## src/rtl/vra_pkg.sv

```systemverilog
package vra_pkg;

  // Coordinate and angle formats.
  localparam int unsigned COORD_W    = 32;
  localparam int unsigned ANGLE_W    = 32;
  localparam int unsigned ITERATIONS = 24;
  localparam int unsigned GUARD      = 8;

  // Working width of the rotator: guard bits, one bit for the negation of the
  // most negative input and two bits for the CORDIC growth of up to 2.33.
  localparam int unsigned WORK_W  = COORD_W + GUARD + 3;
  localparam int unsigned SHIFT_W = (ITERATIONS > 1) ? $clog2(ITERATIONS) : 1;

  // The arctangent table has 32 entries.
  localparam int unsigned LUT_IDX_W = 5;

  // Gain compensation: 1/K in Q0.32, truncated.
  localparam logic [31:0] GAIN_Q32 = 32'd2608131496;
  localparam int unsigned HI_W     = (WORK_W > 32) ? WORK_W - 32 : 1;
  localparam int unsigned MAG_W    = 32 + HI_W;
  localparam int unsigned SUM_W    = HI_W + 33;
  localparam int unsigned RND_W    = SUM_W - GUARD;

  typedef struct packed {
    logic signed [COORD_W-1:0] vec_x;
    logic signed [COORD_W-1:0] vec_y;
    logic signed [ANGLE_W-1:0] turn_angle;
  } in_item_t;

  typedef struct packed {
    logic signed [COORD_W-1:0] rot_x;
    logic signed [COORD_W-1:0] rot_y;
  } out_item_t;

  typedef struct packed {
    logic signed [WORK_W-1:0] x;
    logic signed [WORK_W-1:0] y;
    logic [ANGLE_W-1:0]       z;
  } stage_t;

  // atan(2^-i) in binary angle units, rounded to nearest.
  function automatic logic [ANGLE_W-1:0] atan_lut(input logic [LUT_IDX_W-1:0] idx);
    logic [ANGLE_W-1:0] val;
    case (idx)
      5'd0:    val = 32'd536870912;
      5'd1:    val = 32'd316933406;
      5'd2:    val = 32'd167458907;
      5'd3:    val = 32'd85004756;
      5'd4:    val = 32'd42667331;
      5'd5:    val = 32'd21354465;
      5'd6:    val = 32'd10679838;
      5'd7:    val = 32'd5340245;
      5'd8:    val = 32'd2670163;
      5'd9:    val = 32'd1335087;
      5'd10:   val = 32'd667544;
      5'd11:   val = 32'd333772;
      5'd12:   val = 32'd166886;
      5'd13:   val = 32'd83443;
      5'd14:   val = 32'd41722;
      5'd15:   val = 32'd20861;
      5'd16:   val = 32'd10430;
      5'd17:   val = 32'd5215;
      5'd18:   val = 32'd2608;
      5'd19:   val = 32'd1304;
      5'd20:   val = 32'd652;
      5'd21:   val = 32'd326;
      5'd22:   val = 32'd163;
      5'd23:   val = 32'd81;
      5'd24:   val = 32'd41;
      5'd25:   val = 32'd20;
      5'd26:   val = 32'd10;
      5'd27:   val = 32'd5;
      5'd28:   val = 32'd3;
      5'd29:   val = 32'd1;
      5'd30:   val = 32'd1;
      default: val = '0;
    endcase
    return val;
  endfunction

endpackage

```

## src/rtl/vra_prerot.sv

```systemverilog
module vra_prerot (
  input  logic               clk_i,
  input  logic               rst_ni,
  input  logic               valid_i,
  output logic               ready_o,
  input  vra_pkg::in_item_t  item_i,
  output logic               valid_o,
  input  logic               ready_i,
  output vra_pkg::stage_t    stage_o
);
  import vra_pkg::*;

  logic                     valid_q;
  stage_t                   stage_q, stage_d;
  logic signed [WORK_W-1:0] x_ext, y_ext;
  logic                     flip;

  // Angles in the left half plane are turned by pi first, which leaves a
  // residual within plus or minus a quarter turn.
  always_comb begin
    x_ext = {{(WORK_W - COORD_W - GUARD){item_i.vec_x[COORD_W-1]}}, item_i.vec_x,
             {GUARD{1'b0}}};
    y_ext = {{(WORK_W - COORD_W - GUARD){item_i.vec_y[COORD_W-1]}}, item_i.vec_y,
             {GUARD{1'b0}}};
    flip = item_i.turn_angle[ANGLE_W-1] ^ item_i.turn_angle[ANGLE_W-2];
    stage_d.x = flip ? -x_ext : x_ext;
    stage_d.y = flip ? -y_ext : y_ext;
    stage_d.z = {item_i.turn_angle[ANGLE_W-1] ^ flip, item_i.turn_angle[ANGLE_W-2:0]};
  end

  assign ready_o = !valid_q || ready_i;
  assign valid_o = valid_q;
  assign stage_o = stage_q;

  always_ff @(posedge clk_i or negedge rst_ni) begin
    if (!rst_ni) begin
      valid_q <= 1'b0;
    end else if (ready_o) begin
      valid_q <= valid_i;
    end
  end

  always_ff @(posedge clk_i) begin
    if (valid_i && ready_o) begin
      stage_q <= stage_d;
    end
  end

endmodule

```

## config.mk

```make
export PLATFORM = sky130hd
export DESIGN_NAME = vra_prerot
export DESIGN_NICKNAME = d
export VERILOG_FILES = /design/src/rtl/vra_pkg.sv /design/src/rtl/vra_prerot.sv
export SDC_FILE = /design/constraint.sdc
export NUM_CORES = 1
export LEC_CHECK = 0
export BUFFER_PORTS_ARGS = -buffer_cell sky130_fd_sc_hd__buf_4
export CORE_ASPECT_RATIO = 2
export CORE_MARGIN = 2
export CORE_UTILIZATION = 40
export DETAILED_ROUTE_END_ITERATION = 8
export PLACE_DENSITY = 0.72
export SYNTH_ARGS = -nofsm -noshare
export SYNTH_HDL_FRONTEND = slang
export SYNTH_SLANG_ARGS = --single-unit
```

## constraint.sdc

```tcl
create_clock -name clk_i -period 9.65 [get_ports clk_i]
set_input_delay 1.93 -clock clk_i [delete_from_list [all_inputs] [get_ports clk_i]]
set_output_delay 1.93 -clock clk_i [all_outputs]
set_load 0.02 [all_outputs]
```

# ---- Yosys cells after proc, flatten, opt, wreduce, memory -nomap -nowiden
# Index checks and enable logic that the tools add are counted.
# Widths: inputs -> output; s select.
dict set report totals {
  inputBits 100
  word_cells 15
  reg_bits 119
  output_inout_bits 120
}
dict set report op_classes {
  muxes 2
  n_reduce_logical 3
  n_addsub 2
  bitwise_logic 2
}
# op count
set op_table {}
lappend op_table {{$mux 43} 2}
lappend op_table {{$neg 40->43} 2}
lappend op_table {{$xor 1x1->1} 2}
lappend op_table {{$logic_and 1x1->1} 1}
lappend op_table {{$logic_not 1->1} 1}
lappend op_table {{$logic_or 1x1->1} 1}

# ---- Depth between registers and ports, before layout
dict set report logic_depth {
  word_depth 3
  depth_mapped 8
  depth_no_buf 7
}

# ---- Worst setup path after synthesis
# No wires, ideal clock.
dict set report synth_timing {
  path_type {input-to-reg}
  start {input ready_i}
  end {register stage_q, in the netlist stage_o[0] (enable)}
  required_time_ns 9.178
  n_path_buf 0
  setup_ns 0.472
  stages 2
  arrival_ns 4.590
  path_slack_ns 4.588
  cell_sequence {nand2b_1 > and2_1}
}
dict set report synth_via {
  elab_chain_len 2
}
# item line
set synth_lines {}
lappend synth_lines {{from (decl)} vra_prerot.sv:8} ;# input logic ready_i,
lappend synth_lines {{$logic_or 1x1->1} vra_prerot.sv:31} ;# assign ready_o = !valid_q || ready_i;
lappend synth_lines {{$logic_and 1x1->1} vra_prerot.sv:44} ;# if (valid_i && ready_o) begin
lappend synth_lines {{to (signal assigned)} vra_prerot.sv:45} ;# stage_q <= stage_d;
lappend synth_lines {{to (decl)} vra_prerot.sv:14} ;# stage_t stage_q, stage_d;
# No other way between the ends.
# A chain may end at the register's enable or synchronous reset.

# ---- Final worst setup path
dict set report layout_timing {
  start {input ready_i}
  end {output ready_o}
}
dict set report layout_via {
  elab_chain_len 1
}
# item line
set layout_lines {}
lappend layout_lines {{$logic_or 1x1->1} vra_prerot.sv:31}
lappend layout_lines {{to (decl)} vra_prerot.sv:5} ;# output logic ready_o,
# No other way between the ends.

==> impl_metrics.env <==
export IMPL_status="finished clean"
export IMPL_dp_hpwl_um=8970
export IMPL_finalHoldViolations=0
export IMPL_vias=3427
export IMPL_firstDrtPassIters=4
export IMPL_fin_crit_ns=4.31
export IMPL_start_util_pct=41.1
export IMPL_drv_cap=0
export IMPL_numCtsBuffers=9
export IMPL_synth_ff_latch_count=103
export IMPL_ctsHoldBuffers=0
export IMPL_ys_seq_area_share_pct=66.6
export IMPL_globalRouteOverflowTotal=0
export IMPL_cts_buffer_depth=2
export IMPL_detail_route_antenna_nets=0
export IMPL_route_detailed_drc=0
export IMPL_fillers=935
export IMPL_grt_pass1_wl_um=17100
export IMPL_crit_required_ns=7.72
export IMPL_grt_pass1_vias=3407
export IMPL_port_buffers=203
export IMPL_drive_above_1_share_pct=42.6
export IMPL_r2r_slack_ns=7.46
export IMPL_die_h_um=156
export IMPL_synth_compound_area_share_pct=8.25
export IMPL_cts_sinks=103
export IMPL_insertion_delay_ns=0.34
export IMPL_synth_xor_area_share_pct=11.7
export IMPL_tightest_slew_ns=1.08
export IMPL_antenna_found_initial=0
export IMPL_synth_mux_area_fraction_pct=0
export IMPL_yosys_cell_types_count=35
export IMPL_crit_end="ready_o"
export IMPL_worstSetupStartpoint="ready_i"
export IMPL_coreArea_um2=11300
export IMPL_gp_congestion=0.810
export IMPL_hold_path_startpoint="valid_o"
export IMPL_initialDrtViolationCount=133
export IMPL_dp_cells=671
export IMPL_setup_viol=0
export IMPL_grt_max_degree=60
export IMPL_syn_area_per_cell_um2=13.8
export IMPL_pin_count=220
export IMPL_start_kind="input port"
export IMPL_worst_clock_skew_ns=0.00793
export IMPL_die_area_um2=12500
export IMPL_wire_per_inst_um=17.1
export IMPL_worst_setup_path_end_kind="output port"
export IMPL_relSlewSlack_pct=28.1
export IMPL_cts_tree="built"
export IMPL_p_leak_nw=2.62
export IMPL_post_route_period_util_pct=44.6
export IMPL_rsz0062_at_grt="false"
export IMPL_syn_area_um2=4640
export IMPL_postCtsSetupBuffers=0
export IMPL_synthAdderAreaFrac_pct=0.540
export IMPL_synth_top_family_by_area="XOR/XNOR gates"
export IMPL_syn2layout_area_growth_pct=41.4
export IMPL_crit_path_max_fanout=3
export IMPL_grt_use_total_pct=18.1
export IMPL_final_nets=642
export IMPL_path_clk_slew_ns=0.07
export IMPL_row_count=55
export IMPL_yosys_area_share_simple_pct=8.66
export IMPL_synth_warnings=0
export IMPL_arrival_ns=2.38
export IMPL_hold_class="reg -> reg"
export IMPL_finalMaxSlewViolations=0
export IMPL_max_freq_mhz=232
export IMPL_ctsResizeCount=0
export IMPL_powerDensity_nw_per_um2=171
export IMPL_cts_root_buf="clkbuf_16"
export IMPL_vias_per_cell=5.00
export IMPL_die_w_um=80.1
export IMPL_n_antenna_cell=0
export IMPL_r2r_cells=3
export IMPL_timing_rr_start="valid_o"
export IMPL_critPathKind="in -> out"
export IMPL_rr_endpoint="stage_o[30]"
export IMPL_fin_cells=686
export IMPL_synth_cells=336
export IMPL_wirelength_um=11700
export IMPL_peakVddDrop_v=0.0000960
export IMPL_htreeDepth=3
export IMPL_tns_ns=0
## cell usage after synthesis
library cell | n | area share, %
o21ai_1 | 1 | 0.11
nand3_1 | 1 | 0.11
and3_1 | 2 | 0.27
ha_1 | 2 | 0.54
and2_1 | 1 | 0.13
or3_1 | 8 | 1.1
or3b_2 | 1 | 0.19
or2_2 | 2 | 0.27
or4_4 | 2 | 0.49
inv_1 | 8 | 0.65
nor4_1 | 6 | 0.81
dfrtp_1 | 1 | 0.54
xnor2_1 | 41 | 7.7
or4_1 | 6 | 0.97
a41oi_1 | 1 | 0.19
xor2_1 | 21 | 4.0
clkbuf_1 | 9 | 0.73
a31oi_1 | 4 | 0.54
o41ai_1 | 5 | 0.94
o31ai_1 | 14 | 2.3
nand2_1 | 18 | 1.5
conb_1 | 1 | 0.081
nand4_1 | 1 | 0.13
o21ai_0 | 14 | 1.5
nor3_1 | 5 | 0.54
edfxtp_1 | 102 | 66
a211o_1 | 1 | 0.19
buf_2 | 2 | 0.22
o41ai_2 | 3 | 1.1
nand2b_1 | 2 | 0.27
o21a_1 | 1 | 0.16
nor2_1 | 21 | 1.7
buf_4 | 16 | 2.6
or3_4 | 1 | 0.24
a21oi_1 | 12 | 1.3
## layout by cell type, fill, tap and decap left out, types with 2 or more instances in the layout
| cell | synthesis | routed |
|---|---|---|
| a21oi_1 | 12 | 12 |
| a31oi_1 | 4 | 4 |
| and3_1 | 2 | 2 |
| buf_4 | 16 | 205 |
| clkbuf_16 | 0 | 9 |
| clkinv_4 | 0 | 2 |
| clkinvlp_4 | 0 | 2 |
| conb_1 | 1 | 16 |
| edfxtp_1 | 102 | 102 |
| ha_1 | 2 | 2 |
| inv_1 | 8 | 8 |
| inv_8 | 0 | 2 |
| nand2_1 | 18 | 18 |
| nand2b_1 | 2 | 2 |
| nor2_1 | 21 | 21 |
| nor3_1 | 5 | 5 |
| nor4_1 | 6 | 6 |
| o21ai_0 | 14 | 14 |
| o31ai_1 | 14 | 14 |
| o41ai_1 | 5 | 5 |
| o41ai_2 | 3 | 3 |
| or2_2 | 2 | 2 |
| or3_1 | 8 | 8 |
| or4_1 | 6 | 6 |
| or4_4 | 2 | 2 |
| xnor2_1 | 41 | 40 |
| xor2_1 | 21 | 20 |
## per-layer routing
| metal | share of wire [%] | global-route usage [%] |
|---|---|---|
| met1 | 32 | 18.2 |
| met2 | 55 | 31.8 |
| met3 | 7.1 | 4.50 |
| met4 | 6.0 | 12.8 |
| met5 | 0 | 0 |
## area by class of cell
class                           count  area [µm²]  share of cell area, %
Timing Repair Buffer              205        1540                   23.5
Multi-Input combinational cell    213        1440                   22.0
Sequential cell                   103        3090                   47.1
Inverter                            8        30.0                  0.458
Clock buffer                        9         225                   3.44
Tap cell                          142         178                   2.71
Clock inverter                      6        55.1                  0.840
## power by group
part	switching, W	internal, W	total, W	leakage (nW)
logic	0.000128	0.000100	0.000228	1.50
registers	0.00000958	0.000541	0.000550	0.983
clock network	0.000166	0.000178	0.000344	0.132
## how the worst min path moves through the flow
stage	end	cells past startpoint	slack, ns
finish	valid_o	2	0.57
CTS	valid_o	2	0.58
global route	valid_o	2	0.63
global placement	valid_o	2	0.53
floorplan	valid_o	2	0.78
detailed placement	valid_o	2	0.56
## metrics by stage
stage / hold slack, ns / setup slack [ns] / utilization, % / area [µm²] / power (W)
after floorplan: 0.783 / 4.59 / - / 4690 / 0.000685
after global placement: 0.529 / 5.36 / 55.6 / 6280 / 0.000783
after detailed placement: 0.560 / 5.35 / 55.6 / 6280 / 0.000790
after CTS: 0.583 / 5.35 / 58.1 / 6560 / 0.00113
after global routing: 0.635 / 5.31 / 58.1 / 6560 / 0.00117
final: 0.573 / 5.34 / 58.1 / 6560 / 0.00112
## logic make-up (layout without fill, tap and decap cells)
logic type      after synthesis  in the layout
other cells                   1             16
xor+xnor                     62             62
flops                       103            103
buf+inv                      35            228
compound gates               56             56
simple gates                 77             77
fa+ha+maj                     2              2
## critical path, stage by stage
cell and delay (ns):
buf_4 0.10, nand2b_1 0.17, buf_4 0.17
## registers in the layout, summed over array words and instances, names as in the netlist
signal	cells
stage_o	102
valid_o	1
Note: power is estimated with default switching activity, not from simulation.
