==> config.mk <==
export PLATFORM = sky130hd
export DESIGN_NAME = vra_gain
export DESIGN_NICKNAME = d
export VERILOG_FILES = /design/src/rtl/vra_pkg.sv /design/src/rtl/vra_gain.sv
export SDC_FILE = /design/constraint.sdc
export NUM_CORES = 2
export LEC_CHECK = 0
export ABC_CLOCK_PERIOD_IN_PS = 10000
export BUFFER_PORTS_ARGS = -buffer_cell sky130_fd_sc_hd__buf_2
export CELL_PAD_IN_SITES_DETAIL_PLACEMENT = 0
export CELL_PAD_IN_SITES_GLOBAL_PLACEMENT = 1
export CORE_AREA = 2 2 347 349
export CTS_BUF_LIST = sky130_fd_sc_hd__clkbuf_8
export CTS_CLUSTER_DIAMETER = 100
export CTS_CLUSTER_SIZE = 12
export DETAILED_ROUTE_END_ITERATION = 16
export DIE_AREA = 0 0 349 351
export PLACE_DENSITY_LB_ADDON = 0.05
export SKIP_LAST_GASP = 1
export SLEW_MARGIN = 20
export SYNTH_ARGS = -nofsm -noshare
export SYNTH_HDL_FRONTEND = slang
export SYNTH_SLANG_ARGS = --single-unit
export TNS_END_PERCENT = 10
==> constraint.sdc <==
create_clock -name clk_i -period 10 [get_ports clk_i]
set_input_delay 1.5 -clock clk_i [delete_from_list [all_inputs] [get_ports clk_i]]
set_output_delay 1.5 -clock clk_i [all_outputs]
set_load 0.01 [all_outputs]
==> src/rtl/vra_pkg.sv <==
package vra_pkg;

  // Coordinate and angle formats.
  localparam int unsigned COORD_W    = 32;
  localparam int unsigned ANGLE_W    = 32;
  localparam int unsigned ITERATIONS = 24;
  localparam int unsigned GUARD      = 8;

  // Working width of the rotator: guard bits, one bit for the negation of the
  // most negative input and two bits for the CORDIC growth of up to 2.33.
  localparam int unsigned WORK_W  = COORD_W + GUARD + 3;
  localparam int unsigned SHIFT_W = (ITERATIONS > 1) ? $clog2(ITERATIONS) : 1;

  // The arctangent table has 32 entries.
  localparam int unsigned LUT_IDX_W = 5;

  // Gain compensation: 1/K in Q0.32, truncated.
  localparam logic [31:0] GAIN_Q32 = 32'd2608131496;
  localparam int unsigned HI_W     = (WORK_W > 32) ? WORK_W - 32 : 1;
  localparam int unsigned MAG_W    = 32 + HI_W;
  localparam int unsigned SUM_W    = HI_W + 33;
  localparam int unsigned RND_W    = SUM_W - GUARD;

  typedef struct packed {
    logic signed [COORD_W-1:0] vec_x;
    logic signed [COORD_W-1:0] vec_y;
    logic signed [ANGLE_W-1:0] turn_angle;
  } in_item_t;

  typedef struct packed {
    logic signed [COORD_W-1:0] rot_x;
    logic signed [COORD_W-1:0] rot_y;
  } out_item_t;

  typedef struct packed {
    logic signed [WORK_W-1:0] x;
    logic signed [WORK_W-1:0] y;
    logic [ANGLE_W-1:0]       z;
  } stage_t;

  // atan(2^-i) in binary angle units, rounded to nearest.
  function automatic logic [ANGLE_W-1:0] atan_lut(input logic [LUT_IDX_W-1:0] idx);
    logic [ANGLE_W-1:0] val;
    case (idx)
      5'd0:    val = 32'd536870912;
      5'd1:    val = 32'd316933406;
      5'd2:    val = 32'd167458907;
      5'd3:    val = 32'd85004756;
      5'd4:    val = 32'd42667331;
      5'd5:    val = 32'd21354465;
      5'd6:    val = 32'd10679838;
      5'd7:    val = 32'd5340245;
      5'd8:    val = 32'd2670163;
      5'd9:    val = 32'd1335087;
      5'd10:   val = 32'd667544;
      5'd11:   val = 32'd333772;
      5'd12:   val = 32'd166886;
      5'd13:   val = 32'd83443;
      5'd14:   val = 32'd41722;
      5'd15:   val = 32'd20861;
      5'd16:   val = 32'd10430;
      5'd17:   val = 32'd5215;
      5'd18:   val = 32'd2608;
      5'd19:   val = 32'd1304;
      5'd20:   val = 32'd652;
      5'd21:   val = 32'd326;
      5'd22:   val = 32'd163;
      5'd23:   val = 32'd81;
      5'd24:   val = 32'd41;
      5'd25:   val = 32'd20;
      5'd26:   val = 32'd10;
      5'd27:   val = 32'd5;
      5'd28:   val = 32'd3;
      5'd29:   val = 32'd1;
      5'd30:   val = 32'd1;
      default: val = '0;
    endcase
    return val;
  endfunction

endpackage

==> src/rtl/vra_gain.sv <==
module vra_gain (
  input  logic                clk_i,
  input  logic                rst_ni,
  input  logic                valid_i,
  output logic                ready_o,
  input  vra_pkg::stage_t     stage_i,
  output logic                valid_o,
  input  logic                ready_i,
  output vra_pkg::out_item_t  item_o
);
  import vra_pkg::*;

  // Stage 1: sign and magnitude.
  logic                  v1_q, r1;
  logic [1:0]            neg1_q, neg1_d;
  logic [MAG_W-1:0]      mag1_q [2];
  logic [MAG_W-1:0]      mag1_d [2];
  logic [WORK_W-1:0]     abs_w  [2];
  logic signed [WORK_W-1:0] lane_v [2];
  // Stage 2: partial products with the gain constant.
  logic                  v2_q, r2;
  logic [1:0]            neg2_q;
  logic [63:0]           lo_q [2];
  logic [HI_W+31:0]      hi_q [2];
  // Stage 3: round, restore sign, saturate.
  logic                  v3_q, r3;
  out_item_t             out_q, out_d;
  logic [SUM_W-1:0]      sum_w [2];
  logic [RND_W-1:0]      rnd_w [2];
  logic [COORD_W-1:0]    res_w [2];
  logic                  sat_pos, sat_neg;

  assign r3      = !v3_q || ready_i;
  assign r2      = !v2_q || r3;
  assign r1      = !v1_q || r2;
  assign ready_o = r1;
  assign valid_o = v3_q;
  assign item_o  = out_q;

  always_comb begin
    lane_v[0] = stage_i.x;
    lane_v[1] = stage_i.y;
    for (int k = 0; k < 2; k++) begin
      neg1_d[k] = lane_v[k][WORK_W-1];
      abs_w[k]  = neg1_d[k] ? WORK_W'(-lane_v[k]) : WORK_W'(lane_v[k]);
      mag1_d[k] = MAG_W'(abs_w[k]);
    end
  end

  always_comb begin
    sat_pos = 1'b0;
    sat_neg = 1'b0;
    for (int k = 0; k < 2; k++) begin
      sum_w[k] = SUM_W'(hi_q[k]) + SUM_W'(lo_q[k][63:32]) + SUM_W'(1 << (GUARD - 1));
      rnd_w[k] = sum_w[k][SUM_W-1:GUARD];
      sat_pos  = |rnd_w[k][RND_W-1:COORD_W-1];
      sat_neg  = (|rnd_w[k][RND_W-1:COORD_W]) ||
                 (rnd_w[k][COORD_W-1] && (|rnd_w[k][COORD_W-2:0]));
      if (neg2_q[k]) begin
        res_w[k] = sat_neg ? {1'b1, {(COORD_W-1){1'b0}}} : (~rnd_w[k][COORD_W-1:0] + 1'b1);
      end else begin
        res_w[k] = sat_pos ? {1'b0, {(COORD_W-1){1'b1}}} : rnd_w[k][COORD_W-1:0];
      end
    end
    out_d.rot_x = res_w[0];
    out_d.rot_y = res_w[1];
  end

  always_ff @(posedge clk_i or negedge rst_ni) begin
    if (!rst_ni) begin
      v1_q <= 1'b0;
      v2_q <= 1'b0;
      v3_q <= 1'b0;
    end else begin
      if (r1) begin
        v1_q <= valid_i;
      end
      if (r2) begin
        v2_q <= v1_q;
      end
      if (r3) begin
        v3_q <= v2_q;
      end
    end
  end

  always_ff @(posedge clk_i) begin
    if (valid_i && r1) begin
      neg1_q    <= neg1_d;
      mag1_q[0] <= mag1_d[0];
      mag1_q[1] <= mag1_d[1];
    end
    if (v1_q && r2) begin
      neg2_q <= neg1_q;
      for (int k = 0; k < 2; k++) begin
        lo_q[k] <= mag1_q[k][31:0] * GAIN_Q32;
        hi_q[k] <= mag1_q[k][MAG_W-1:32] * GAIN_Q32;
      end
    end
    if (v2_q && r3) begin
      out_q <= out_d;
    end
  end

`ifndef ASSERT_OFF
  a_gain_hold: assert property (@(posedge clk_i) disable iff (!rst_ni)
    (v2_q && !r3) |=> (v2_q && $stable(lo_q[0]) && $stable(hi_q[1])))
    else $error("gain stage changed its products while stalled");
`endif

endmodule

# After elaboration in Yosys (flattened, before gate mapping)
# Memories as Yosys holds them, arrays and structs flattened.
# Index checks and enable logic that the tools add are counted.
word_totals:
  ff_bits: 71
  latch_bits: 0
  mem_bits_rw: 288
  romBits: 0
  in_bits: 122
  output_inout_bits: 66
  elab_cells: 55
  mem_count: 3
classes:
  addsub: 8
  multipliers: 4
  div_mod_pow: 0
  order_cmp: 0
  eq_ne: 0
  shifts: 0
  n_mux: 12
  n_bitwise: 2
  reduce_logical: 19
memory_table:
  columns: ["name", "words", "word_bits", "rd", "rd_clocked_by_memory_dff", "write_ports", "line_no", "rtl"]
  rows:
  - ["lo_q", 2, 61, 2, 0, 2, "vra_gain.sv:23", "logic [63:0] lo_q [2];"]
  - ["mag1_q", 2, 43, 2, 0, 2, "vra_gain.sv:16", "logic [MAG_W-1:0] mag1_q [2];"]
  - ["hi_q", 2, 40, 2, 0, 2, "vra_gain.sv:24", "logic [HI_W+31:0] hi_q [2];"]
ops:
  columns: ["operator", "count"]
  rows:
  - ["$mux 32", 6]
  - ["$mul 32x29->61 const B", 2]
  - ["$add 43x32->44", 2]
  - ["$add 44x8->44 const B", 2]
  - ["$mux 43", 2]
  - ["$neg 43->43", 2]
  - ["$mul 11x29->40 const B", 2]
  - ["$add 32x1->32 const B", 2]
  - ["$not 32->32", 2]
  - ["$reduce_or 31->1", 2]
  - ["$reduce_or 5->1", 2]
  - ["$reduce_or 4->1", 2]
  - ["$logic_and 1x1->1", 5]
  - ["$logic_or 1x1->1", 5]
  - ["$mux 1", 4]
  - ["$logic_not 1->1", 3]

# Logic depth before layout (Yosys ltp)
# An unclocked memory read counts as a cell.
logic_depth:
  depth_word: 8
  mapped_depth: 28
  depth_no_buf: 28

# Worst setup path before layout
# OpenSTA, ideal clock, no wires.
synth_path:
  path_type: "reg2reg"
  from: "memory mag1_q[0][17] (netlist bit)"
  to: "memory lo_q[0][56] (netlist bit), data pin"
  setup_time_ps: 262
  t_arrival_ps: 7442
  required_ps: 9738
  setup_slack_ps: 2296
  path_stages_with_launch: 27
  n_path_buf: 0
  period_less_slack_ps: 7704
  cell_sequence: "edfxtp_1 inv_1 fa_1 fa_1 inv_1 fa_1 inv_1 fa_1 inv_1 fa_1 fa_1 fa_1 ha_1 ha_1 a21o_1 a21o_1 a21o_1 a21o_1 nor4_1 a21oi_1 o41ai_1 o31ai_1 a21oi_1 o221ai_1 a21oi_1 o21bai_1 xor2_1"
synth_lines:
  columns: ["item", "line_no"]
  rows:
  - ["start, declared", "vra_gain.sv:16"]
  - ["end, declared", "vra_gain.sv:23"]

==> results.md <==
- First-pass GRT wire length: 241.4 mm
- Worst-margin pin slew: 1.099 ns
- Global route overflow: 0
- Critical path arrival: 9.52 ns
- Crit path top cell by count: fa_1
- Period utilisation layout: 90.20%
- Synth top area share: between 30% and 40%
- Worst-Skew Late Latency: about 0.74 ns
- CTS Buf Count: 31
- Setup TNS: 0 ns
- Max Clk Rate: around 110 MHz
- GRT Util Overall: 25.77%
- Clock Path Buffers: 3
- Yosys Warn Count: 0
- Library cells used by synthesis: 94
- Core box area: 0.1190 mm^2
- Placer congestion estimate: 0.9685
- Startpoint Class: register
- Final Skew: 0.04387 ns
- Post-DRT Antenna Nets: 0
- Starting density of the core: 52.62%
- Die Height: 351 um
- Vias in the first global route: around 43000
- Syn Nets: between 8000 and 9000
- Worst r2r src: mag1_q[0][13]
- Number of synthesized flops with an enable pin: between 200 and 300
- FFs w/ async S/R, synth: 1.017%
- Hold_buf cts: 0
- Post-layout net count: ~8500
- Post-CTS Setup Bufs: 0
- Non-Filler Instances: ~7800
- Fin. max-slew vios: 0
- Largest stage delay on the critical path: 0.74 ns
- CP Max Fanout: 7
- Min-delay worst type: register to register
- Hold Startpoint: neg1_q[1]
- Status: complete, no violations
- # H-tree levels: 1
- # IOs: approximately 190
- Critical-path top delay cell: edfxtp_1
- Final period demand of the worst path: 9.020 ns
- Crit path launch: mag1_q[0][13]
- TritonCTS Sinks: 295
- Unrepaired setup endpoints after global routing: false
- Final setup fails: 0
- Drt pass-1 iters: 5
- Chip width: 349 um
- Flop and latch count out of synthesis: 295
- Worst EP required: 10.50 ns
- WL final: 152.7 mm
- Initial antenna violation count: 8
- Die ar.: 0.1225 mm^2
- DR DRC count: 0
- Top_reg_cell synth: edfxtp_1
- Area of the mapped netlist: 0.06263 mm^2
- Post_cts resized: 0
- Endpoints failing hold: 0
- IO buf count: 155
- Rel. slew slack: 26.20%
- Largest net degree at the start of global routing: 71
- Clk pin slew, worst setup/hold paths: 0.10 ns
- Via count: 40540
- Crit end category: register
- Post-synth top cells: 1836 x inv_1, 1138 x fa_1, 1046 x ha_1, 292 x edfxtp_1, 208 x a21oi_1
- CP Class: register to register
- Count leader, synth: inv_1
- CTS root buffer: clkbuf_8
- Max-Cap Viols: 0
- Syn-to-layout area delta: 5.300%
- # rows: 127
- CTS tree: built
- Synth area leaders: fa_1 36%, ha_1 21%, edfxtp_1 14%
- Mean Syn Cell Area: 10.36 um^2
- WHS: around 0.43 ns
- Share of cells above drive strength 1: approximately 5%
- DR vias/cell: about 5.2
- DP HPWL: between 100 and 150 mm
- Synth area leader: fa_1
- DRT iter0 DRCs: 2240
- Register area share after synthesis: about 14%
- Routed len/inst: 19.63 um
- Inst Count DP: 7732
- Post-Syn Instances: ~6000
-- sequential cells by signal, indices dropped and copies added (netlist names) --
| name | cells |
|---|---|
| item_o | 64 |
| hi_q | 80 |
| mag1_q | 86 |
| neg2_q | 2 |
| v2_q | 1 |
| neg1_q | 2 |
| valid_o | 1 |
| v1_q | 1 |
| lo_q | 58 |
-- critical path: cells and delay by family (launching register included) --
kind	cells	cell delay, ns
compound gates	9	2.35
fa+ha+maj	9	4.19
simple gates	3	0.72
flops	1	0.74
buf+inv	7	0.70
xor+xnor	1	0.08
-- stage by stage --
step / util [%] / instance area (um^2) / setup slack (ns)
2_1_floorplan: - / 62630 / 2.296
3_3_place_gp: 54.97 / 65430 / 0.9531
3_5_place_dp: 54.97 / 65430 / 0.9220
4_1_cts: 55.40 / 65930 / 0.9220
5_1_grt: 55.41 / 65950 / 0.3840
6_report: 55.41 / 65950 / 0.9800
-- placed cells by master (no fill, tap or decap), drive strengths merged, types with 122 or more instances in the layout --
cell    instances
inv          1840
fa           1138
ha           1046
edfxtp        292
a21oi         209
xnor2         202
buf           199
nand2         177
nor2          145
a21o          122
-- cells by family (layout without fill, tap and decap cells) --
family	count (synthesis)	count (layout)	synth area share, %
buffers and inverters	1894	2080	11.40
flip-flops	295	295	14.12
XOR/XNOR	253	253	3.538
AO/OA/AOI/OAI	739	739	8.045
other	0	1	0
AND/OR/NAND/NOR	669	669	5.484
adder cells (fa/ha/maj)	2184	2184	57.27
multiplexers	9	9	0.1438
-- area by class of cell --
class	instances	area (um^2)
multi-input combinational	3854	46650
timing repair buffer	199	1114
clock inverter	13	76.32
clock buffer	31	426.7
antenna	1	2.502
tap	1548	1937
fill	10730	53070
sequential	295	8843
inverter	1837	6895
-- path summary, 6_finish.rpt --
check / depth (start not counted) / slack [ns] / end
min: 0 / 0.43 / neg2_q[1]
max in group asynchronous: 1 / 9.33 / v2_q
max reg2reg: 29 / 0.98 / lo_q[0][56]
min in group asynchronous: 1 / 0.56 / v1_q
max: 29 / 0.98 / lo_q[0][56]
min reg2reg: 0 / 0.43 / neg2_q[1]
-- layer usage --
| metal | routed length [um] | up-vias | global-route usage (%) | share of wire [%] |
|---|---|---|---|---|
| li1 | - | 19460 | - | - |
| met1 | 70110 | 20120 | 36.71 | 46 |
| met2 | 70300 | 806 | 41.40 | 46 |
| met3 | 9217 | 136 | 5.061 | 6.0 |
| met4 | 2915 | 12 | 4.521 | 1.9 |
| met5 | 138 | - | 0.3925 | 0.090 |
Power is not shown: default switching activity piles up to over one toggle a cycle in this logic, so the estimate is an artifact.
