==> src/rtl/vra_pkg.sv <==
package vra_pkg;

  // Coordinate and angle formats.
  localparam int unsigned COORD_W    = 32;
  localparam int unsigned ANGLE_W    = 32;
  localparam int unsigned ITERATIONS = 24;
  localparam int unsigned GUARD      = 8;

  // Working width of the rotator: guard bits, one bit for the negation of the
  // most negative input and two bits for the CORDIC growth of up to 2.33.
  localparam int unsigned WORK_W  = COORD_W + GUARD + 3;
  localparam int unsigned SHIFT_W = (ITERATIONS > 1) ? $clog2(ITERATIONS) : 1;

  // The arctangent table has 32 entries.
  localparam int unsigned LUT_IDX_W = 5;

  // Gain compensation: 1/K in Q0.32, truncated.
  localparam logic [31:0] GAIN_Q32 = 32'd2608131496;
  localparam int unsigned HI_W     = (WORK_W > 32) ? WORK_W - 32 : 1;
  localparam int unsigned MAG_W    = 32 + HI_W;
  localparam int unsigned SUM_W    = HI_W + 33;
  localparam int unsigned RND_W    = SUM_W - GUARD;

  typedef struct packed {
    logic signed [COORD_W-1:0] vec_x;
    logic signed [COORD_W-1:0] vec_y;
    logic signed [ANGLE_W-1:0] turn_angle;
  } in_item_t;

  typedef struct packed {
    logic signed [COORD_W-1:0] rot_x;
    logic signed [COORD_W-1:0] rot_y;
  } out_item_t;

  typedef struct packed {
    logic signed [WORK_W-1:0] x;
    logic signed [WORK_W-1:0] y;
    logic [ANGLE_W-1:0]       z;
  } stage_t;

  // atan(2^-i) in binary angle units, rounded to nearest.
  function automatic logic [ANGLE_W-1:0] atan_lut(input logic [LUT_IDX_W-1:0] idx);
    logic [ANGLE_W-1:0] val;
    case (idx)
      5'd0:    val = 32'd536870912;
      5'd1:    val = 32'd316933406;
      5'd2:    val = 32'd167458907;
      5'd3:    val = 32'd85004756;
      5'd4:    val = 32'd42667331;
      5'd5:    val = 32'd21354465;
      5'd6:    val = 32'd10679838;
      5'd7:    val = 32'd5340245;
      5'd8:    val = 32'd2670163;
      5'd9:    val = 32'd1335087;
      5'd10:   val = 32'd667544;
      5'd11:   val = 32'd333772;
      5'd12:   val = 32'd166886;
      5'd13:   val = 32'd83443;
      5'd14:   val = 32'd41722;
      5'd15:   val = 32'd20861;
      5'd16:   val = 32'd10430;
      5'd17:   val = 32'd5215;
      5'd18:   val = 32'd2608;
      5'd19:   val = 32'd1304;
      5'd20:   val = 32'd652;
      5'd21:   val = 32'd326;
      5'd22:   val = 32'd163;
      5'd23:   val = 32'd81;
      5'd24:   val = 32'd41;
      5'd25:   val = 32'd20;
      5'd26:   val = 32'd10;
      5'd27:   val = 32'd5;
      5'd28:   val = 32'd3;
      5'd29:   val = 32'd1;
      5'd30:   val = 32'd1;
      default: val = '0;
    endcase
    return val;
  endfunction

endpackage

==> src/rtl/vra_cell.sv <==
module vra_cell (
  input  logic                         clk_i,
  input  logic                         rst_ni,
  input  logic [vra_pkg::SHIFT_W-1:0]  shift_i,
  input  logic                         valid_i,
  output logic                         ready_o,
  input  vra_pkg::stage_t              stage_i,
  output logic                         valid_o,
  input  logic                         ready_i,
  output vra_pkg::stage_t              stage_o
);
  import vra_pkg::*;

  logic                     valid_q;
  stage_t                   stage_q, stage_d;
  logic signed [WORK_W-1:0] dx, dy;
  logic [ANGLE_W-1:0]       atan_c;
  logic                     dir_pos;

  // One micro-rotation; the shift amount is tied off per cell.
  always_comb begin
    dir_pos = !stage_i.z[ANGLE_W-1];
    dx      = stage_i.y >>> shift_i;
    dy      = stage_i.x >>> shift_i;
    atan_c  = atan_lut(LUT_IDX_W'(shift_i));
    if (dir_pos) begin
      stage_d.x = stage_i.x - dx;
      stage_d.y = stage_i.y + dy;
      stage_d.z = stage_i.z - atan_c;
    end else begin
      stage_d.x = stage_i.x + dx;
      stage_d.y = stage_i.y - dy;
      stage_d.z = stage_i.z + atan_c;
    end
  end

  assign ready_o = !valid_q || ready_i;
  assign valid_o = valid_q;
  assign stage_o = stage_q;

  always_ff @(posedge clk_i or negedge rst_ni) begin
    if (!rst_ni) begin
      valid_q <= 1'b0;
    end else if (ready_o) begin
      valid_q <= valid_i;
    end
  end

  always_ff @(posedge clk_i) begin
    if (valid_i && ready_o) begin
      stage_q <= stage_d;
    end
  end

`ifndef ASSERT_OFF
  a_cell_hold: assert property (@(posedge clk_i) disable iff (!rst_ni)
    (valid_q && !ready_i) |=> (valid_q && $stable(stage_q)))
    else $error("cell lost or changed a stalled item");
`endif

endmodule

==> config.mk <==
export PLATFORM = sky130hd
export DESIGN_NAME = vra_cell
export DESIGN_NICKNAME = d
export VERILOG_FILES = /design/src/rtl/vra_pkg.sv /design/src/rtl/vra_cell.sv
export SDC_FILE = /design/constraint.sdc
export NUM_CORES = 1
export LEC_CHECK = 0
export ABC_AREA = 0
export BUFFER_PORTS_ARGS = -buffer_cell sky130_fd_sc_hd__buf_2
export CAP_MARGIN = 20
export CELL_PAD_IN_SITES_DETAIL_PLACEMENT = 0
export CELL_PAD_IN_SITES_GLOBAL_PLACEMENT = 1
export CORE_MARGIN = 3
export CORE_UTILIZATION = 50
export DETAILED_ROUTE_END_ITERATION = 6
export PLACE_DENSITY = 0.95
export SKIP_CTS_REPAIR_TIMING = 1
export SYNTH_ARGS = -nofsm -noshare
export SYNTH_HDL_FRONTEND = slang
export SYNTH_SLANG_ARGS = --single-unit
==> constraint.sdc <==
create_clock -name clk_i -period 7.05 [get_ports clk_i]
set_clock_uncertainty 0.2 [all_clocks]
set_input_delay 0.3525 -clock clk_i [delete_from_list [all_inputs] [get_ports clk_i]]
set_output_delay 0.3525 -clock clk_i [all_outputs]
set_load 0.02 [all_outputs]
# After elaboration in Yosys (flattened, before gate mapping)
# Memory sizes are Yosys's and may differ from the RTL's.
# Index checks and enable logic that the tools add are counted.
# word_totals
ff_bits,119
latch_bits,0
ramBits,0
mem_bits_ro,960
in_bits,127
output_inout_bits,120
word_cells,17
mem_count,1
# mem_list
name,words,width,read_ports,rd_clocked_by_memory_dff,wr,line_no,source
(no name shown),32,30,1,0,0,vra_pkg.sv:44,case (idx)
# op_classes
n_addsub,6
mul,0
div,0
magnitude_cmp,0
eq_ne,0
shifts,2
n_mux,1
bitwise,0
reduce_logical,3
# ops
op,n
$mux W118,1
$add A43 B43 Y43,2
$sshr A43 B5 Y43,2
$sub A43 B43 Y43,2
$add A32 B32 Y32,1
$sub A32 B32 Y32,1
$logic_and A1 B1 Y1,1
$logic_not A1 Y1,1
$logic_or A1 B1 Y1,1

# Logic depth before layout (Yosys ltp)
# logic_depth
depth_word,3
depth_mapped,29
ltp_nobuf,22

# Worst setup path before layout
# Ideal clock, no wire load.
# synth_timing
path_kind,input to register
from,input shift_i[1] in the netlist's numbering
to,register stage_q (netlist bit stage_o[30]) (data pin)
setup_ns,0.258
arrival_ns,6.105
t_required_ns,6.592
setup_slack_ns,0.487
stages,27
n_path_buf,6
path_cell_list,buf_2 > inv_2 > buf_2 > buf_2 > buf_1 > ha_1 > clkbuf_1 > nor2_1 > o21ai_0 > o21ai_0 > o21a_1 > ha_1 > and3_1 > a21o_1 > clkbuf_1 > xor2_1 > ha_1 > and3_1 > a221o_1 > a211oi_1 > a21boi_0 > o31ai_1 > o41ai_1 > o2111ai_1 > a31o_2 > a21oi_1 > xnor2_1
# synth_lines
item,line_no,source
start: declaration,vra_cell.sv:4,"input logic [vra_pkg::SHIFT_W-1:0] shift_i,"
end signal: assignment,vra_cell.sv:51,stage_q <= stage_d;
end: declaration,vra_cell.sv:15,"stage_t stage_q, stage_d;"

==> run summary <==
The predominant post-synthesis flop cell is sky130_fd_sc_hd__edfxtp_1. The die span in x is 199.5 µm. The worst register-to-register path ends at stage_o[96]. The count of flip-flops with a built-in enable after synthesis is 118. The final critical delay including setup and external delays is 6.429 ns. The arrival time at the worst endpoint came out at 6.44 ns.

Ranked by instance count, the synthesized netlist is headed by sky130_fd_sc_hd__a21oi_1 (180), sky130_fd_sc_hd__xnor2_1 (142), sky130_fd_sc_hd__nor2_1 (137). The slew at the pin closest to its max-slew limit came out at 1.020 ns. During synthesis, Yosys emitted a total of 0 warnings. The clock-pin slew of the registers on the worst-case setup and hold paths came out at around 0.060 ns. TritonCTS built the clock tree. In this run the worst hold path is classified as in -> reg. The kind of capture point of the worst setup path is a flip-flop. The start point of the worst hold path is ready_i. The net count after synthesis came out at roughly 2300. The cell depth of the worst flop-to-flop path came out at 3.

Among all cell types in the netlist, the one instantiated most often is sky130_fd_sc_hd__a21oi_1. The overall global routing resource usage is 0.3161. The number of buffers inserted by port buffering is roughly 250. The critical path data required time is about 7.1 ns. The number of antenna violations at the first check in global routing came to 0.

The pre-antenna-repair detailed-routing pass consisted of 7 iterations. The share of synthesized flip-flops with an asynchronous set or reset is 0.008403. The share of Yosys cell area claimed by the top area cell type came out at 0.1893. The final-layout fill cell count came out at 3187.

The residual DRC count is 0. Setup repair after global routing left no endpoint under its margin. The startpoint identified for the worst register-to-register timing path is valid_o. IR analysis of the VDD net gives a maximum drop of 0.1618 mV. The largest area contributor in the synthesized netlist is sky130_fd_sc_hd__edfxtp_1.

The tree built by TritonCTS fans out to 119 sinks. The critical path goes through buf_6 > buf_12 > buf_12 > mux4_2 > mux2_2 > mux2i_1 > o21ai_0 > and4bb_2 > and2_1 > and3_1 > a31oi_1 > xnor2_1 > ha_1 > a21oi_1 > a21boi_0 > a31oi_1 > a21bo_2 > o31ai_1 > a221o_1 > a2111oi_0 > nor3_1 > xor2_1. The iteration-0 DRC count of the detailed router came out at between 2000 and 3000. The number of instances in the synthesized netlist is 2063. The first global-routing pass estimated 98440 µm of wire.

The worst pin sits at a relative slew slack of 0.3174. The number of buffers on the longest clock path came out at 2. The per-cell via count in the routed design came out at just under 7.

In the final layout, the share of cells above drive strength 1 is 0.2308. In the post-synthesis netlist, the biggest area contributors are sky130_fd_sc_hd__edfxtp_1 (19%), sky130_fd_sc_hd__mux4_2 (12%), sky130_fd_sc_hd__ha_1 (9.1%). The reported max-cap violation count is 0. The flow ran to the end, and the final reports show no timing, DRC or antenna violations.

The number of routed nets with antenna violations came out at 0. The number of unique standard cell types used by synthesis is 95. The max-slew violation total from the final report was 0. The initial standard-cell utilization of the core came out at 0.5090. The setup violation total in the final timing report came out at 0. The final total negative setup slack came out at 0 ns. The achievable clock frequency came out at 155.6 MHz. The synthesized design contains about 120 register bits. The mean area per synthesized cell is 9.076 µm². In the final routed layout, each cell accounts on average for about 24 µm. The die area came out at 39800 µm². The power per unit of standard cell area came out at around 210 nW/µm². The element type at the critical path start is a primary input. The pre-CTS setup slack came out at 0.3151 ns. In this run the static leakage power is slightly below 9 nW. The number of global-route vias before repair came out at 17786.

The total detailed-routing wirelength is 64920 µm. In this run the vertical extent of the chip is 199.5 µm. The pin count of the biggest net entering global routing is 99. The sum of net half-perimeters after detailed placement came out at around 50000 µm. Relative to the synthesized area, the layout overhead comes to 12.06%. The worst setup slack for register-to-register paths is 4.52 ns. The count of endpoints failing hold in the final timing report came out at 0.

The count of cells along the worst hold path is 3. For this design the top-level I/O count stands at 247. In this run the worst path has a maximum fanout of 46.

The final cycle utilization of the critical path came out at 0.9119. The category of the most critical setup path is in -> reg. The combined area of all synthesized cells came out at 18720 µm².

The buffer cell driving the clock tree root is sky130_fd_sc_hd__clkbuf_16. The net total in the final layout is roughly 2500. The total number of vias came out at ~19000. The count of H-tree levels built during CTS came out at 4. The path with the worst hold slack has its endpoint at valid_o. The sum of overflow across all layers after global routing is 0. The final worst-path setup slack is 0.6213 ns. The number of core rows is 70. In this run, CTS created clock tree buffers numbering 17. The core region is around 37000 µm². Routability-driven placement finished with a final weighted congestion of 1.112.

The largest individual stage delay along the critical path comes from the cell sky130_fd_sc_hd__mux4_2. The insertion delay of the later-clocked pin in the worst-skew pair came out at roughly 0.45 ns. For this run, the slowest stage of the critical path takes 0.59 ns. For this run, the register share of the synthesized area comes to 0.1906.
-- routing by layer --
| layer | global-route usage | share of wire | vias to the layer above |
|---|---|---|---|
| met1 | 0.3733 | 0.37 | 8761 |
| li1 | - | - | 8352 |
| met4 | 0.1884 | 0.070 | 0 |
| met3 | 0.09560 | 0.11 | 310 |
| met2 | 0.5089 | 0.45 | 1212 |
| met5 | 0 | 0 | - |
-- report_power, final --
part	leakage, nW	switching [mW]	internal (mW)
Sequential	1.13	0.0353	1.01
Combinational	7.25	1.49	1.02
Clock	0.273	0.330	0.544
Total	8.66	1.86	2.58
-- worst max path at each step --
stage / start / end / slack [ns]
floorplan: shift_i[1] / stage_o[30] / 0.49
global placement: shift_i[0] / stage_o[117] / 0.43
detailed placement: shift_i[0] / stage_o[117] / 0.32
CTS: shift_i[0] / stage_o[117] / 0.77
global route: shift_i[0] / stage_o[72] / 0.22
finish: shift_i[0] / stage_o[72] / 0.62
-- sequential cells by signal (all words and copies together), names as in the netlist --
signal   flops
stage_o    118
valid_o      1
-- placed cells by master (no fill, tap or decap), types with 12 or more instances in the layout --
cell	n
sky130_fd_sc_hd__o21bai_1	22
sky130_fd_sc_hd__edfxtp_1	118
sky130_fd_sc_hd__xnor2_1	142
sky130_fd_sc_hd__mux2_2	52
sky130_fd_sc_hd__a221oi_1	12
sky130_fd_sc_hd__o21a_1	24
sky130_fd_sc_hd__o21ai_0	89
sky130_fd_sc_hd__and3_1	28
sky130_fd_sc_hd__or2_2	13
sky130_fd_sc_hd__xor2_1	63
sky130_fd_sc_hd__buf_4	45
sky130_fd_sc_hd__a21oi_1	180
sky130_fd_sc_hd__o31ai_1	13
sky130_fd_sc_hd__a21o_1	72
sky130_fd_sc_hd__o22ai_1	20
sky130_fd_sc_hd__nand4_1	21
sky130_fd_sc_hd__ha_1	136
sky130_fd_sc_hd__mux2i_1	79
sky130_fd_sc_hd__mux4_2	101
sky130_fd_sc_hd__a211oi_1	27
sky130_fd_sc_hd__a22oi_1	29
sky130_fd_sc_hd__o211ai_1	21
sky130_fd_sc_hd__nand3_1	28
sky130_fd_sc_hd__buf_2	243
sky130_fd_sc_hd__a31oi_1	37
sky130_fd_sc_hd__nand2b_1	24
sky130_fd_sc_hd__nor3_1	36
sky130_fd_sc_hd__nor2b_1	29
sky130_fd_sc_hd__nand2_1	135
sky130_fd_sc_hd__nor2_1	137
sky130_fd_sc_hd__clkbuf_16	17
sky130_fd_sc_hd__inv_1	53
sky130_fd_sc_hd__and2_1	28
-- through the flow --
step           utilization  power (mW)  instance area [µm²]  instances  hold slack, ns
5_1_grt             0.5702       4.707                20980       2734        0.009909
4_1_cts             0.5694       4.415                20950       2731         -0.5547
6_report            0.5704       4.433                20980       2736         0.01190
3_3_place_gp        0.5540       3.465                20380       2700        -0.07309
3_5_place_dp        0.5540       3.513                20380       2700        -0.07107
2_1_floorplan            -       2.864                18720       2063         -0.1431
-- cells by family after synthesis --
logic type / Yosys count / synth area share
compound gates: 645 / 0.2291
xor+xnor: 206 / 0.09677
fa+ha+maj: 139 / 0.09409
buf+inv: 181 / 0.04317
flops: 119 / 0.1906
mux: 232 / 0.1950
simple gates: 541 / 0.1513
-- critical path, delay by kind of cell --
family / cells / cell delay [ns]
fa+ha+maj: 1 / 0.33
simple gates: 4 / 1.08
compound gates: 9 / 2.28
mux: 3 / 1.15
xor+xnor: 2 / 0.32
buf+inv: 3 / 0.90
-- layout make-up --
| cell class | count | area (µm²) | share of cell area |
|---|---|---|---|
| Tap cell | 468 | 585.6 | 0.02791 |
| Clock buffer | 19 | 432.9 | 0.02063 |
| Inverter | 56 | 210.2 | 0.01002 |
| Sequential cell | 119 | 3568 | 0.1701 |
| Clock inverter | 12 | 135.1 | 0.006440 |
| Multi-Input combinational cell | 1763 | 14350 | 0.6839 |
| Timing Repair Buffer | 297 | 1695 | 0.08080 |
| Antenna cell | 2 | 5.005 | 0.0002385 |
(Power assumes the default switching activity.)
